## src/rtl/lmst_pkg.sv

```systemverilog
// Shared types, constants and codes for the block level meter with silence timer.
// Used by every module of the block but lmst_div; depends on nothing.
`default_nettype none

package lmst_pkg;

  // Field widths.
  localparam int OP_W     = 2;
  localparam int SAMPLE_W = 16;
  localparam int MAG_W    = 16;
  localparam int LVL_W    = 16;
  localparam int TH_W     = 16;
  localparam int SUM_W    = 28;
  localparam int TICK_W   = 32;

  // Stream payload widths, padded to whole bytes.
  localparam int S_DATA_W = 24;
  localparam int M_DATA_W = 64;

  // Saturation limits.
  localparam logic [SUM_W-1:0]  SUM_MAX  = {SUM_W{1'b1}};
  localparam logic [TICK_W-1:0] TICK_MAX = {TICK_W{1'b1}};

  // Default parameter and register reset values.
  localparam int                DEF_MAX_BLOCK = 4096;
  localparam logic [TH_W-1:0]   DEF_ACTIVITY  = 16'd327;
  localparam logic [TH_W-1:0]   DEF_QUERY     = 16'd327;

  // Configuration port.
  localparam int CFG_IDX_W  = 1;
  localparam int CFG_DATA_W = 16;
  localparam logic [CFG_IDX_W-1:0] REG_ACTIVITY = 1'd0;
  localparam logic [CFG_IDX_W-1:0] REG_QUERY    = 1'd1;

  // Input opcodes.
  localparam logic [OP_W-1:0] OP_SAMPLE  = 2'd0;
  localparam logic [OP_W-1:0] OP_TICK    = 2'd1;
  localparam logic [OP_W-1:0] OP_RESTART = 2'd2;

  // Classified item kinds handed from the front to the back.
  typedef logic [1:0] kind_t;
  localparam kind_t KIND_SAMPLE  = 2'd0;
  localparam kind_t KIND_TICK    = 2'd1;
  localparam kind_t KIND_RESTART = 2'd2;

  // Queue between front and back.
  localparam int QDEPTH = 2;

  typedef struct packed {
    kind_t              kind;
    logic [MAG_W-1:0]   mag;
    logic               last;
  } item_t;

endpackage

`default_nettype wire

```

## src/rtl/lmst_front.sv

```systemverilog
// Front end: accepts input items, drops unused opcodes, turns samples into
// magnitudes and queues classified items for the back end. Uses lmst_pkg.
`default_nettype none

module lmst_front (
  input  wire logic                          clk,
  input  wire logic                          rst,
  input  wire logic                          s_tvalid,
  output logic                               s_tready,
  input  wire logic [lmst_pkg::S_DATA_W-1:0] s_tdata,
  input  wire logic                          s_tlast,
  output logic                               q_valid,
  output lmst_pkg::item_t                    q_item,
  input  wire logic                          q_pop
);
  import lmst_pkg::*;

  localparam int PTR_W  = $clog2(QDEPTH);
  localparam int FILL_W = $clog2(QDEPTH + 1);

  item_t               entries [QDEPTH];
  logic [PTR_W-1:0]    wr_ptr;
  logic [PTR_W-1:0]    rd_ptr;
  logic [FILL_W-1:0]   fill;

  logic [OP_W-1:0]     op;
  logic [SAMPLE_W-1:0] raw;
  logic                push;
  item_t               item_in;
  logic                take;

  // Classify the incoming item; the unused opcode is accepted and dropped.
  always_comb begin
    op      = s_tdata[OP_W-1:0];
    raw     = s_tdata[OP_W +: SAMPLE_W];
    item_in.mag  = raw[SAMPLE_W-1] ? MAG_W'(-raw) : raw;
    item_in.last = s_tlast;
    push = 1'b1;
    unique case (op)
      OP_SAMPLE:  item_in.kind = KIND_SAMPLE;
      OP_TICK:    item_in.kind = KIND_TICK;
      OP_RESTART: item_in.kind = KIND_RESTART;
      default: begin
        item_in.kind = KIND_TICK;
        push = 1'b0;
      end
    endcase
  end

  assign s_tready = (fill != FILL_W'(QDEPTH));
  assign take     = s_tvalid && s_tready;
  assign q_valid  = (fill != '0);
  assign q_item   = entries[rd_ptr];

  // Queue storage.
  always_ff @(posedge clk) begin
    if (take && push) begin
      entries[wr_ptr] <= item_in;
    end
  end

  // Queue pointers and fill level.
  always_ff @(posedge clk) begin
    if (rst) begin
      wr_ptr <= '0;
      rd_ptr <= '0;
      fill   <= '0;
    end else begin
      if (take && push) begin
        wr_ptr <= PTR_W'((32'(wr_ptr) + 1) % QDEPTH);
      end
      if (q_pop) begin
        rd_ptr <= PTR_W'((32'(rd_ptr) + 1) % QDEPTH);
      end
      if ((take && push) && !q_pop) begin
        fill <= fill + 1'b1;
      end else if (!(take && push) && q_pop) begin
        fill <= fill - 1'b1;
      end
    end
  end

endmodule

`default_nettype wire

```

## src/rtl/lmst_div.sv

```systemverilog
// Restoring divider, one quotient bit per cycle, for the block mean.
// Depends on nothing; the operand widths come in as parameters.
`default_nettype none

module lmst_div #(
  parameter int DVD_W = 28,
  parameter int DVS_W = 13
) (
  input  wire logic             clk,
  input  wire logic             rst,
  input  wire logic             start,
  input  wire logic [DVD_W-1:0] dividend,
  input  wire logic [DVS_W-1:0] divisor,
  output logic                  done,
  output logic [DVD_W-1:0]      quotient
);
  localparam int CNT_W = $clog2(DVD_W + 1);

  logic [DVS_W-1:0] rem;
  logic [DVS_W-1:0] dvs;
  logic [DVD_W-1:0] quo;
  logic [CNT_W-1:0] steps;
  logic [DVS_W:0]   trial;
  logic             fits;

  // One shift-and-subtract step.
  always_comb begin
    trial = {rem, quo[DVD_W-1]};
    fits  = (trial >= {1'b0, dvs});
  end

  assign quotient = quo;

  always_ff @(posedge clk) begin
    if (rst) begin
      steps <= '0;
      done  <= 1'b0;
    end else if (start) begin
      steps <= CNT_W'(DVD_W);
      done  <= 1'b0;
    end else if (steps != '0) begin
      steps <= steps - 1'b1;
      done  <= (steps == CNT_W'(1));
    end
  end

  // Datapath: quotient bits shift in as dividend bits shift out.
  always_ff @(posedge clk) begin
    if (start) begin
      rem <= '0;
      dvs <= divisor;
      quo <= dividend;
    end else if (steps != '0) begin
      rem <= fits ? DVS_W'(trial - {1'b0, dvs}) : DVS_W'(trial);
      quo <= {quo[DVD_W-2:0], fits};
    end
  end

endmodule

`default_nettype wire

```

## src/rtl/lmst_back.sv

```systemverilog
// Back end: carries out queued items on the block accumulators and silence
// counter, runs the mean division and holds the result register. Uses lmst_pkg, lmst_div.
`default_nettype none

module lmst_back #(
  parameter int MAX_BLOCK = lmst_pkg::DEF_MAX_BLOCK
) (
  input  wire logic                          clk,
  input  wire logic                          rst,
  input  wire logic                          q_valid,
  input  wire lmst_pkg::item_t               q_item,
  output logic                               q_pop,
  input  wire logic [lmst_pkg::TH_W-1:0]     activity_threshold,
  input  wire logic [lmst_pkg::TH_W-1:0]     query_threshold,
  output logic                               m_tvalid,
  input  wire logic                          m_tready,
  output logic [lmst_pkg::M_DATA_W-1:0]      m_tdata,
  output logic                               m_tuser
);
  import lmst_pkg::*;

  localparam int CNT_W = $clog2(MAX_BLOCK + 1);
  localparam logic ST_IDLE = 1'b0;
  localparam logic ST_DIV  = 1'b1;

  logic                state, state_next;
  logic [SUM_W-1:0]    sum, sum_next;
  logic [CNT_W-1:0]    count, count_next;
  logic [MAG_W-1:0]    peak, peak_next;
  logic [TICK_W-1:0]   silence, silence_next;
  logic                ovf, ovf_next;

  logic [MAG_W-1:0]    res_peak;
  logic [TICK_W-1:0]   res_silence;
  logic                res_ovf;
  logic                res_zero;

  logic [MAG_W-1:0]    peak_upd;
  logic [SUM_W:0]      sum_wide;
  logic [SUM_W-1:0]    sum_upd;
  logic [CNT_W-1:0]    count_upd;
  logic                ovf_upd;
  logic [TICK_W-1:0]   silence_blk;
  logic                block_done;
  logic                div_done;
  logic [SUM_W-1:0]    quotient;
  logic                load_out;

  assign q_pop      = q_valid && (state == ST_IDLE);
  assign block_done = q_pop && (q_item.kind == KIND_SAMPLE) && q_item.last;
  assign load_out   = (state == ST_DIV) && div_done && (!m_tvalid || m_tready);

  // Sample accumulation with length and sum saturation.
  always_comb begin
    peak_upd  = (q_item.mag > peak) ? q_item.mag : peak;
    sum_wide  = {1'b0, sum} + (SUM_W+1)'(q_item.mag);
    sum_upd   = sum;
    count_upd = count;
    ovf_upd   = ovf;
    if (count >= CNT_W'(MAX_BLOCK)) begin
      ovf_upd = 1'b1;
    end else begin
      count_upd = count + 1'b1;
      if (sum_wide > {1'b0, SUM_MAX}) begin
        sum_upd = SUM_MAX;
        ovf_upd = 1'b1;
      end else begin
        sum_upd = SUM_W'(sum_wide);
      end
    end
    silence_blk = (peak_upd > activity_threshold) ? '0 : silence;
  end

  // Next state of the accumulators and the silence counter.
  always_comb begin
    sum_next     = sum;
    count_next   = count;
    peak_next    = peak;
    ovf_next     = ovf;
    silence_next = silence;
    state_next   = state;
    if (q_pop) begin
      unique case (q_item.kind)
        KIND_TICK: begin
          if (silence != TICK_MAX) begin
            silence_next = silence + 1'b1;
          end
        end
        KIND_RESTART: begin
          sum_next     = '0;
          count_next   = '0;
          peak_next    = '0;
          ovf_next     = 1'b0;
          silence_next = '0;
        end
        KIND_SAMPLE: begin
          if (q_item.last) begin
            sum_next     = '0;
            count_next   = '0;
            peak_next    = '0;
            ovf_next     = 1'b0;
            silence_next = silence_blk;
            state_next   = ST_DIV;
          end else begin
            sum_next   = sum_upd;
            count_next = count_upd;
            peak_next  = peak_upd;
            ovf_next   = ovf_upd;
          end
        end
        default: begin
          state_next = state;
        end
      endcase
    end else if (load_out) begin
      state_next = ST_IDLE;
    end
  end

  always_ff @(posedge clk) begin
    if (rst) begin
      state   <= ST_IDLE;
      sum     <= '0;
      count   <= '0;
      peak    <= '0;
      ovf     <= 1'b0;
      silence <= '0;
    end else begin
      state   <= state_next;
      sum     <= sum_next;
      count   <= count_next;
      peak    <= peak_next;
      ovf     <= ovf_next;
      silence <= silence_next;
    end
  end

  // Fields of the finished block that wait for the mean.
  always_ff @(posedge clk) begin
    if (block_done) begin
      res_peak    <= peak_upd;
      res_silence <= (peak_upd > query_threshold) ? '0 : silence_blk;
      res_ovf     <= ovf_upd;
      res_zero    <= (count_upd == '0);
    end
  end

  lmst_div #(
    .DVD_W (SUM_W),
    .DVS_W (CNT_W)
  ) u_div (
    .clk      (clk),
    .rst      (rst),
    .start    (block_done),
    .dividend (sum_upd),
    .divisor  (count_upd),
    .done     (div_done),
    .quotient (quotient)
  );

  // Output register.
  always_ff @(posedge clk) begin
    if (rst) begin
      m_tvalid <= 1'b0;
    end else if (load_out) begin
      m_tvalid <= 1'b1;
    end else if (m_tready) begin
      m_tvalid <= 1'b0;
    end
  end

  always_ff @(posedge clk) begin
    if (load_out) begin
      m_tdata <= {res_silence, res_peak, res_zero ? LVL_W'(0) : quotient[LVL_W-1:0]};
      m_tuser <= res_ovf;
    end
  end

  // The back end takes nothing from the queue while a division is pending.
  a_no_pop_in_div: assert property (@(posedge clk) disable iff (rst)
    (state == ST_DIV) |-> !q_pop)
    else $error("item taken during division");

  // A result is loaded only from a completed division.
  a_load_after_div: assert property (@(posedge clk) disable iff (rst)
    load_out |-> (div_done && (state == ST_DIV)))
    else $error("result loaded without finished division");

  // A restart leaves the block and the silence counter cleared.
  a_restart_clears: assert property (@(posedge clk) disable iff (rst)
    (q_pop && (q_item.kind == KIND_RESTART)) |=>
      (silence == '0 && count == '0 && sum == '0 && !ovf))
    else $error("restart did not clear state");

  // The sample count never passes the block limit.
  a_count_bound: assert property (@(posedge clk) disable iff (rst)
    count <= CNT_W'(MAX_BLOCK))
    else $error("sample count beyond block limit");

endmodule

`default_nettype wire

```

## src/rtl/block_level_meter_silence_timer_core.sv

```systemverilog
// Block level meter with silence timer, top level.
//
// Input stream s_*: one item per handshake. tdata bits [1:0] opcode (sample,
// tick, restart; the fourth code is dropped), bits [17:2] the signed sample;
// tlast marks the last sample of a block. Output stream m_*: one item per
// finished block with mean and peak magnitude, silence ticks, and the
// overlong flag in tuser. The user is to write thresholds through cfg_we/
// cfg_index/cfg_data only while the block is idle; the block does not enforce it.
// Throughput: ticks, restarts and non-final samples are taken one per cycle
// through a two-entry queue while the back end is not busy with a division. The
// last sample of a block leaves the queue and starts a restoring divider that
// yields one quotient bit per cycle; when all 28 quotient bits are done, the
// result is loaded into the output register as soon as that register is free.
// The divider bounds the block rate.
// Input is still accepted into the queue while a result waits in the output
// register; when the receiver stalls and the queue fills, s_tready drops.
// Reset (rst, synchronous) clears accumulators, the silence counter, the
// queue and the output register, and returns both thresholds to 327.
// Depends on lmst_pkg, lmst_front, lmst_back and lmst_div.
`default_nettype none

module block_level_meter_silence_timer_core #(
  parameter int MAX_BLOCK = lmst_pkg::DEF_MAX_BLOCK
) (
  input  wire logic                            clk,
  input  wire logic                            rst,
  input  wire logic                            s_tvalid,
  output logic                                 s_tready,
  // [1:0] opcode, [17:2] sample, [23:18] zero
  input  wire logic [lmst_pkg::S_DATA_W-1:0]   s_tdata,
  input  wire logic                            s_tlast,
  output logic                                 m_tvalid,
  input  wire logic                            m_tready,
  // [15:0] mean_level, [31:16] peak_level, [63:32] silence_ticks
  output logic [lmst_pkg::M_DATA_W-1:0]        m_tdata,
  // [0] overlong
  output logic                                 m_tuser,
  input  wire logic                            cfg_we,
  input  wire logic [lmst_pkg::CFG_IDX_W-1:0]  cfg_index,
  input  wire logic [lmst_pkg::CFG_DATA_W-1:0] cfg_data
);
  import lmst_pkg::*;

  logic [TH_W-1:0] activity_threshold;
  logic [TH_W-1:0] query_threshold;
  logic            q_valid;
  logic            q_pop;
  item_t           q_item;

  // Threshold registers.
  always_ff @(posedge clk) begin
    if (rst) begin
      activity_threshold <= DEF_ACTIVITY;
      query_threshold    <= DEF_QUERY;
    end else if (cfg_we) begin
      unique case (cfg_index)
        REG_ACTIVITY: activity_threshold <= TH_W'(cfg_data);
        REG_QUERY:    query_threshold    <= TH_W'(cfg_data);
        default:      activity_threshold <= activity_threshold;
      endcase
    end
  end

  lmst_front u_front (
    .clk      (clk),
    .rst      (rst),
    .s_tvalid (s_tvalid),
    .s_tready (s_tready),
    .s_tdata  (s_tdata),
    .s_tlast  (s_tlast),
    .q_valid  (q_valid),
    .q_item   (q_item),
    .q_pop    (q_pop)
  );

  lmst_back #(
    .MAX_BLOCK (MAX_BLOCK)
  ) u_back (
    .clk                (clk),
    .rst                (rst),
    .q_valid            (q_valid),
    .q_item             (q_item),
    .q_pop              (q_pop),
    .activity_threshold (activity_threshold),
    .query_threshold    (query_threshold),
    .m_tvalid           (m_tvalid),
    .m_tready           (m_tready),
    .m_tdata            (m_tdata),
    .m_tuser            (m_tuser)
  );

endmodule

`default_nettype wire

```

## config.mk

```make
export PLATFORM = sky130hd
export DESIGN_NAME = block_level_meter_silence_timer_core
export DESIGN_NICKNAME = d
export VERILOG_FILES = /design/src/rtl/lmst_pkg.sv /design/src/rtl/lmst_front.sv /design/src/rtl/lmst_div.sv /design/src/rtl/lmst_back.sv /design/src/rtl/block_level_meter_silence_timer_core.sv
export SDC_FILE = /design/constraint.sdc
export NUM_CORES = 1
export LEC_CHECK = 0
export BUFFER_PORTS_ARGS = -buffer_cell sky130_fd_sc_hd__buf_2
export CORE_MARGIN = 8
export CORE_UTILIZATION = 35
export CTS_CLUSTER_SIZE = 16
export DETAILED_ROUTE_END_ITERATION = 12
export PLACE_DENSITY = 0.56
export RECOVER_POWER = 100
export SKIP_CTS_REPAIR_TIMING = 1
export SLEW_MARGIN = 20
export SYNTH_ARGS = -nofsm -noshare
export SYNTH_HDL_FRONTEND = slang
export SYNTH_HIERARCHICAL = 1
export SYNTH_SLANG_ARGS = --single-unit
```

## constraint.sdc

```tcl
create_clock -name clk -period 5.3 [get_ports clk]
set_input_delay 0 -clock clk [delete_from_list [all_inputs] [get_ports clk]]
set_output_delay 0 -clock clk [all_outputs]
set_load 0.02 [all_outputs]
```

==> results.toml <==
[clock_network]
cts_buffers = 38
cts.clk_slew.worst_paths_ns = 0.06
cts_tree = "yes"
cts_root_buf = "clkbuf_16"
clock_tree.buffer_depth = 3
htree_num_levels = 2
worstSkewPairLatency_ns = 0.56
cts.sinks = 342

[layout]
layout_commonest_cell = "edfxtp_1"
finish.net_count = 1933
final_layout_size_suffix_gt1_frac = 0.150
layout_common_cells = "194 x edfxtp_1, 148 x dfxtp_1, 124 x nand2_1"
fin_area_um2 = 20400
area_delta_synth_final_pct = 16.6

[logic_synthesis]
yosys_warnings = 6
ys.flop_type = "edfxtp_1"
synth_top_area_cell = "edfxtp_1"
synth-seq-cells = 342
async_reset_ff_frac = 0
synthCells = 1657
postSynthAreaPerCell_um2 = 10.5
synth_edf_count = 194
seq_area_frac_synth = 0.503
syn_area_um2 = 17500
synth_top_area_frac = 0.334
synth_cell_types = 90
syn_nets = 1790
synthTopCellsByArea = "edfxtp_1 33%, dfxtp_1 17%, ha_1 6.0%"

[sta]
report.final.slew_viol_count = 14
max_freq_mhz = 195
fin_worst_skew_ns = 0.0190
rsz0062_at_grt = "true"
max_slew.worst_pin.slew_ns = 1.66
setup_viol = 0
finalHoldViolCount = 6
fin_crit_sh = 0.967
relSlewSlack = -0.107
holdWs_ns = -0.0330
fin_crit_ns = 5.12

[placed_design]
dp_hpwl_um = 30600
routabilityCongestion = 0.897
io_buffers = 107
place_area_um2 = 18700

[worst_setup_path]
slowest_delay_ns = 0.61
critical_path.cell_chain = "buf_12 -> mux2_2 -> ha_1 -> nand4_1 -> or4_1 -> o2111ai_1 -> a31o_2 -> nand2_1 -> buf_4 -> nand2_1 -> o21ai_0 -> buf_4 -> ha_1 -> nand4_1 -> or3_1 -> a21o_1 -> o211a_1 -> a211oi_4 -> buf_4 -> nand2b_1 -> a21oi_1"
arrival_ns = 5.53
cp.depth = 21
crit_path_end_kind = "flop"
reg2reg_depth = 21
cp_max_fo = 23
worstSetupPathType = "reg -> reg"
start_kind = "flop"
cp_top_family = "simple AND/OR/NAND/NOR gates"
crit_buf_inv = 4
path_common_cell = "buf_4"
cp.required_ns = 5.71
cp_slowest_cell = "or4_1"

[detailed_routing]
drtIter0Drc = 771
drt-vias-per-instance = 5.15
final_antenna_net_count = 0
wirelength_um = 42900
wl_per_cell_um = 17.1
first_pass_iters = 4
vias = 12900
drc = 0

[power_and_ir_drop]
power.density_nw_per_um2 = 445
p_comb_frac = 0.337
power_frac_seq = 0.382
ir_drop_mv = 0.203
clkPwrFrac = 0.281
p_int_mw = 5.98
power_mw = 9.06
power.switching_mw = 3.08
p_leak_nw = 7.66
switching_share = 0.340

[grt]
grt_first_pass_wirelength_um = 68900
grt_max_degree = 76
grt_antenna_before_repair = 0
grt_pass1_vias = 12800
grtUsageTotal = 0.147
grt_overflow_total = 0

[floorplanning]
die_x_um = 239
core_um2 = 49800
die_area_um2 = 57300
start_util = 0.351
top_level_ports = 114
chipHeight_um = 239
rows = 82

[min_path]
min_path_cells = 2
hp-class = "in -> reg"

[run_status]
status = "complete, but fails checks"
violations = "hold timing, capacitance limit, slew limit"

[job]
cap_violations = 1
-- cells in the mapped netlist (all sizes together), types with 6 or more instances --
| library cell | n |
|---|---|
| nor3 | 30 |
| or3 | 13 |
| and3 | 25 |
| inv | 101 |
| o31ai | 11 |
| o21a | 7 |
| and2 | 50 |
| a22o | 21 |
| nor2 | 111 |
| o21ai | 74 |
| a21oi | 95 |
| a31oi | 21 |
| nand3 | 41 |
| nand2b | 55 |
| mux2i | 41 |
| a22oi | 7 |
| dfxtp | 148 |
| buf | 22 |
| clkbuf | 53 |
| xor2 | 14 |
| o22ai | 6 |
| and4 | 8 |
| mux2 | 56 |
| nand2 | 125 |
| nand4 | 19 |
| o211ai | 11 |
| a21o | 12 |
| edfxtp | 194 |
| nor4 | 11 |
| a211oi | 23 |
| xnor2 | 35 |
| or4 | 8 |
| ha | 84 |
| nor2b | 29 |
| a311oi | 21 |
| o32ai | 6 |
-- cell type report --
class	instances	area, um2
Tap cell	672	841
Antenna cell	1	2.50
Fill cell	4793	29400
Timing Repair Buffer	178	1210
Sequential cell	342	8790
Inverter	101	379
Multi-Input combinational cell	1139	7960
Clock buffer	52	1030
Clock inverter	17	155
-- state kept, by name (all words and copies together) (netlist names), 2 cells and up, named ones only --
register	cells
u_back/u_div/steps	5
u_front/fill	2
query_threshold	16
u_back/count	13
u_back/u_div/quotient	28
u_back/res_silence	32
u_back/u_div/dvs	13
activity_threshold	16
u_back/peak	16
u_front/entries	38
u_back/res_peak	16
u_back/silence	32
u_back/sum	28
u_back/m_tdata	64
u_back/u_div/rem	13
-- per-layer routing --
layer  part of all wire  track usage  wire [um]
met3              0.039       0.0243       1680
met1               0.45        0.185      19200
met5                  0            0          0
met2               0.49        0.259      21100
met4              0.020       0.0418        850
-- cells by family after synthesis --
group / Yosys count / share of synthesized area
xor gates and xnor gates: 49 / 0.0246
AOI/OAI and AO/OA: 364 / 0.145
and+or+nand+nor: 543 / 0.162
buffers and inverters: 176 / 0.0424
adders and majority gates: 86 / 0.0625
muxes: 97 / 0.0596
DFF: 342 / 0.503
-- through the flow --
stage | std cells | setup WS [ns] | hold slack (ns) | util | TNS (ns)
2_1_floorplan | 1657 | 0.413 | 0.0691 | - | 0
3_3_place_gp | 2385 | 0.0827 | 0.203 | 0.376 | 0
3_5_place_dp | 2386 | -0.0874 | 0.204 | 0.376 | -2.09
4_1_cts | 2455 | -0.0906 | -0.396 | 0.400 | -2.11
5_1_grt | 2501 | -0.0106 | -0.0282 | 0.409 | -0.0106
6_report | 2502 | 0.178 | -0.0330 | 0.409 | 0
-- final timing paths --
path | from | endpoint | slack, ns
max | flop | u_back/silence[1] | 0.18
min | rst | u_back/u_div/steps[3] | -0.03
max reg2reg | flop | u_back/silence[1] | 0.18
min reg2reg | u_back/res_silence[0] | u_back/m_tdata[32] | 0.42
-- power groups by stage --
stage          clock network, mW  registers, mW  logic, mW
5_1_grt                     2.75           3.49       3.40
2_1_floorplan                  0           3.45       2.27
6_report                    2.55           3.46       3.05
3_3_place_gp                   0           3.51       2.93
3_5_place_dp                   0           3.52       3.00
4_1_cts                     2.65           3.47       3.01
Power figures use the tool's default switching activity.
